File: src/design/sqsu_pkg.sv
// ----------------------------------------------------------------------------
// sqsu_pkg
// Shared types, widths and fixed-point helpers for the single-qubit
// state update block.
// ----------------------------------------------------------------------------
package sqsu_pkg;

  localparam int FRAC_BITS_DEF = 14;
  localparam int MODE_W        = 2;
  localparam int AMP_W         = 16;
  localparam int PROB_W        = 16;
  localparam int DRAW_W        = 15;
  localparam int DRAW_FRAC     = 14;
  localparam int PROD_W        = 2 * AMP_W;
  localparam int ACC_W         = PROD_W + 2;

  localparam logic signed [ACC_W-1:0] AMP_MAX  = ACC_W'(2 ** (AMP_W - 1) - 1);
  localparam logic signed [ACC_W-1:0] AMP_MIN  = -AMP_MAX - ACC_W'(1);
  localparam logic signed [ACC_W-1:0] PROB_MAX = ACC_W'(2 ** PROB_W - 1);

  typedef enum logic [MODE_W-1:0] {
    MODE_RESET   = 2'd0,
    MODE_GATE    = 2'd1,
    MODE_MEASURE = 2'd2,
    MODE_HOLD    = 2'd3
  } mode_t;

  typedef logic signed [AMP_W-1:0] amp_t;

  typedef struct packed {
    amp_t a0_re;
    amp_t a0_im;
    amp_t a1_re;
    amp_t a1_im;
  } qstate_t;

  typedef struct packed {
    amp_t g00_re;
    amp_t g00_im;
    amp_t g01_re;
    amp_t g01_im;
    amp_t g10_re;
    amp_t g10_im;
    amp_t g11_re;
    amp_t g11_im;
  } gate_t;

  // Amplitude of 1.0, clipped to the largest positive value
  function automatic amp_t one_value(int unsigned frac);
    if (frac >= AMP_W - 1) begin
      return AMP_MAX[AMP_W-1:0];
    end
    return amp_t'(1 << frac);
  endfunction

  // Exact product, floor-shifted to the fraction width
  function automatic logic signed [ACC_W-1:0] mulq(amp_t a, amp_t b, int unsigned frac);
    logic signed [PROD_W-1:0] p;
    p = a * b;
    return ACC_W'(p >>> frac);
  endfunction

  // Squared magnitude, unsaturated
  function automatic logic signed [ACC_W-1:0] mag2(amp_t re, amp_t im, int unsigned frac);
    return mulq(re, re, frac) + mulq(im, im, frac);
  endfunction

  // Clip a sum to the signed amplitude range
  function automatic amp_t sat_amp(logic signed [ACC_W-1:0] v);
    if (v > AMP_MAX) begin
      return AMP_MAX[AMP_W-1:0];
    end
    if (v < AMP_MIN) begin
      return AMP_MIN[AMP_W-1:0];
    end
    return v[AMP_W-1:0];
  endfunction

  // Clip a squared magnitude to the unsigned probability range
  function automatic logic [PROB_W-1:0] sat_prob(logic signed [ACC_W-1:0] v);
    if (v < 0) begin
      return '0;
    end
    if (v > PROB_MAX) begin
      return PROB_MAX[PROB_W-1:0];
    end
    return v[PROB_W-1:0];
  endfunction

endpackage

File: src/design/sqsu_prob_unit.sv
// ----------------------------------------------------------------------------
// sqsu_prob_unit
// Squared magnitudes of both amplitudes, clipped to the unsigned
// probability range.
// ----------------------------------------------------------------------------
module sqsu_prob_unit #(
  parameter int FRAC_BITS = sqsu_pkg::FRAC_BITS_DEF
) (
  input  sqsu_pkg::qstate_t             amp,
  output logic [sqsu_pkg::PROB_W-1:0]   p_zero,
  output logic [sqsu_pkg::PROB_W-1:0]   p_one
);
  import sqsu_pkg::*;

  // Square and clip each amplitude
  always_comb begin
    p_zero = sat_prob(mag2(amp.a0_re, amp.a0_im, FRAC_BITS));
    p_one  = sat_prob(mag2(amp.a1_re, amp.a1_im, FRAC_BITS));
  end

endmodule

File: config.mk
export PLATFORM = sky130hd
export DESIGN_NAME = sqsu_prob_unit
export DESIGN_NICKNAME = d
export VERILOG_FILES = /design/src/design/sqsu_pkg.sv /design/src/design/sqsu_prob_unit.sv
export SDC_FILE = /design/constraint.sdc
export NUM_CORES = 2
export LEC_CHECK = 0
export BUFFER_PORTS_ARGS = -buffer_cell sky130_fd_sc_hd__buf_2
export CAP_MARGIN = 0
export CORE_UTILIZATION = 60
export DETAILED_ROUTE_END_ITERATION = 10
export GPL_TIMING_DRIVEN = 1
export PLACE_DENSITY = 0.8
export RECOVER_POWER = 100
export SETUP_SLACK_MARGIN = 0.02
export SLEW_MARGIN = 20
export SYNTH_ARGS = -nofsm -noshare
export SYNTH_HDL_FRONTEND = slang
export SYNTH_SLANG_ARGS = --single-unit
File: constraint.sdc
create_clock -name vclk -period 12.3
set_input_delay 2.46 -clock vclk [all_inputs]
set_output_delay 2.46 -clock vclk [all_outputs]
set_load 0.01 [all_outputs]
==> run_summary.xml <==
<?xml version="1.0" encoding="UTF-8"?>
<metrics>
  <group name="critical_path">
    <metric name="timing.critical_path.slowest_cell_delay" unit="ns">0.57</metric>
    <metric name="critical_path_class" unit="">in -&gt; out</metric>
    <metric name="cpMaxStageDelayCell" unit="">fa_1</metric>
    <metric name="critical_path.endpoint_type" unit="">primary output</metric>
    <metric name="path_buf_inv" unit="">9</metric>
    <metric name="type_of_element_launching_the_critical_path" unit="">input port</metric>
    <metric name="timing.critical_path.arrival" unit="ns">10.21</metric>
    <metric name="worstPathMaxFanout" unit="">8</metric>
    <metric name="worstSetupStartpoint" unit="">amp[22]</metric>
    <metric name="cpMostUsedCell" unit="">fa_1</metric>
    <metric name="cpLargestDelayFamily" unit="">adder cells</metric>
    <metric name="crit_required" unit="ns">9.84</metric>
  </group>
  <group name="detailed_routing">
    <metric name="avgRoutedWirePerCell" unit="um">17.7</metric>
    <metric name="detail-route-antenna-nets" unit="">0</metric>
    <metric name="postRouteWirelength" unit="mm">94.8</metric>
    <metric name="vias_per_cell" unit="">5.32</metric>
    <metric name="drt_iter0_markers" unit="">1720</metric>
    <metric name="route.vias.total" unit="">28500</metric>
    <metric name="drc" unit="">0</metric>
    <metric name="detailedRoute.firstPassIterationCount" unit="">8</metric>
  </group>
  <group name="global_routing">
    <metric name="gr-usage-all-layers" unit="">0.320</metric>
    <metric name="global_route_wire_length_before_repair" unit="mm">153</metric>
    <metric name="first_global_vias" unit="">32000</metric>
    <metric name="grt_antenna_before_repair" unit="">0</metric>
    <metric name="grt_max_degree" unit="">17</metric>
    <metric name="grt-ovfl-total" unit="">0</metric>
  </group>
  <group name="floorplan">
    <metric name="floorplan.die_area" unit="um^2">60800</metric>
    <metric name="initial_core_util" unit="">0.608</metric>
    <metric name="io_pins" unit="">96</metric>
    <metric name="placement_rows" unit="">89</metric>
    <metric name="die_y" unit="um">247</metric>
    <metric name="coreArea" unit="um^2">59000</metric>
    <metric name="die_w" unit="um">247</metric>
  </group>
  <group name="final_layout">
    <metric name="num-fill-cells" unit="">3782</metric>
    <metric name="diodes" unit="">0</metric>
    <metric name="clockBufferCount" unit="">0</metric>
    <metric name="fraction_of_layout_cells_with_a_size_suffix_above_1" unit="">0.244</metric>
    <metric name="design.seq.count" unit="">0</metric>
    <metric name="finish.net_count" unit="">5986</metric>
    <metric name="area.sequential" unit="um^2">0</metric>
    <metric name="area_growth_from_synthesis_to_layout" unit="%">23.2</metric>
    <metric name="multi_input_area" unit="um^2">32200</metric>
  </group>
  <group name="logic_synthesis">
    <metric name="synthesis.area_per_instance" unit="um^2">9.13</metric>
    <metric name="synth_area" unit="um^2">35900</metric>
    <metric name="share_of_synthesized_area_occupied_by_flip_flops_and_latches" unit="">0</metric>
    <metric name="synth_warnings" unit="">0</metric>
    <metric name="netlist-cell-type-count" unit="">66</metric>
    <metric name="synth_cells" unit="">3929</metric>
    <metric name="mappedNetlistNets" unit="">5326</metric>
  </group>
  <group name="cts">
    <metric name="cts_hold_buf" unit="">0</metric>
  </group>
  <group name="sta">
    <metric name="final-setup-viol-count" unit="">32</metric>
    <metric name="unrepaired_setup_endpoints_after_global_routing" unit="">yes</metric>
    <metric name="worstMarginPinSlew" unit="ns">0.701</metric>
    <metric name="post-route-period-util" unit="">1.03</metric>
    <metric name="max_clock_freq" unit="GHz">0.0789</metric>
    <metric name="finalHoldViolCount" unit="">0</metric>
    <metric name="timing.setup.tns" unit="ns">-10.24</metric>
    <metric name="worst_hold_slack" unit="ns">6.57</metric>
    <metric name="worst_slew_margin_rel" unit="">0.529</metric>
    <metric name="timing_max_transition_violations_final" unit="">0</metric>
    <metric name="final.setup.worst_slack" unit="ns">-0.371</metric>
    <metric name="period_minus_slack" unit="ns">12.67</metric>
  </group>
  <group name="worst_hold_path">
    <metric name="hold_path_class" unit="">in -&gt; out</metric>
    <metric name="hold_path_startpoint" unit="">amp[1]</metric>
    <metric name="hold_depth" unit="">12</metric>
    <metric name="whs_endpoint" unit="">p_one[0]</metric>
  </group>
  <group name="place">
    <metric name="preCtsSetupSlack" unit="ns">-0.720</metric>
    <metric name="routabilityCongestion" unit="">0.957</metric>
    <metric name="place_hpwl" unit="mm">78.2</metric>
    <metric name="io_buffers" unit="">96</metric>
  </group>
  <group name="run_status">
    <metric name="outcome" unit="">finished, violations left</metric>
    <metric name="violations" unit="">negative setup slack</metric>
  </group>
  <group name="run">
    <metric name="max_capacitance_violation_count" unit="">0</metric>
  </group>
</metrics>
[cells by family (layout without fill, tap and decap cells)]
group	count (synthesis)	count (layout)	synth area share
buffers and inverters	1393	2051	0.146
adder cells (fa/ha/maj)	1333	1333	0.663
AND/OR/NAND/NOR	771	771	0.0989
AO/OA/AOI/OAI	279	279	0.0540
XOR/XNOR	149	149	0.0364
multiplexers	4	4	0.00126
[worst max-delay path by stage]
stage | to | slack (ns) | cells past startpoint
6_report | p_one[9] | -0.37 | 32
5_1_grt | p_zero[15] | -0.58 | 34
4_1_cts | p_one[8] | -0.15 | 32
3_5_place_dp | p_one[8] | -0.72 | 33
3_3_place_gp | p_one[11] | -0.58 | 33
2_1_floorplan | p_one[10] | 0.02 | 34
[synth_stat cells, types with 4 or more instances]
master,instances,area (um^2)
inv_1,1306,4900
fa_1,949,19000
ha_1,384,4800
nand2_1,310,1160
nor2_1,185,694
and2_1,151,945
xnor2_1,113,990
clkbuf_1,78,293
a21oi_1,64,320
o21ai_0,42,210
o21a_1,39,293
xor2_1,36,315
a21o_1,30,225
nor3_1,30,150
nand3_1,23,115
nand2b_1,19,119
a21o_2,16,140
a31o_2,12,105
and3_1,11,68.8
nor2b_1,11,68.8
a211oi_1,10,75.1
nand4_1,10,62.6
a31oi_1,9,56.3
or2_2,8,50.1
o211ai_1,7,52.6
o2111ai_1,6,52.6
o21bai_1,5,37.5
mux2_2,4,45.0
or3_1,4,25.0
[layout make-up]
type,instances,area share
multi-input combinational,2536,0.729
timing repair buffer,742,0.138
inverter,1309,0.111
tap,773,0.0219
[cell usage in the layout (no fill, tap or decap), drive strengths merged, types with 5 or more instances in the layout]
master	n
a21o	46
and2	151
and3	11
fa	949
a211oi	10
o2111ai	6
ha	384
a31oi	10
nor2	185
buf	739
inv	1303
o21bai	5
nand2	310
nor3	32
nor2b	11
a21oi	65
a31o	12
o21a	39
nand4	10
nand2b	19
xnor2	113
nand3	23
xor2	36
o21ai	44
or2	8
o211ai	7
[layer usage]
layer | vias up | global-route usage | wire length, um
met5 | - | 0 | 0
met4 | 0 | 0.120 | 4860
met3 | 351 | 0.0265 | 5770
met2 | 1107 | 0.581 | 49200
met1 | 14400 | 0.396 | 34900
li1 | 12600 | - | -
[stage by stage]
step / cell area (um^2) / instances / utilization
floorplan: 36000 / 3929 / -
global placement: 41600 / 5301 / 0.704
detailed placement: 41600 / 5301 / 0.704
CTS: 43400 / 5344 / 0.736
global route: 44200 / 5360 / 0.749
finish: 44200 / 5360 / 0.749
[repair_timing]
item	4_1_cts	5_1_grt
buffers inserted	45	18
gates resized for setup	387	161
pin swaps	176	137
cloned	2	0
setup endpoints to repair	32	32
Power is left out: the tool's default activity adds up to more than one toggle a clock period on the data nets, which glitch-free logic cannot reach.
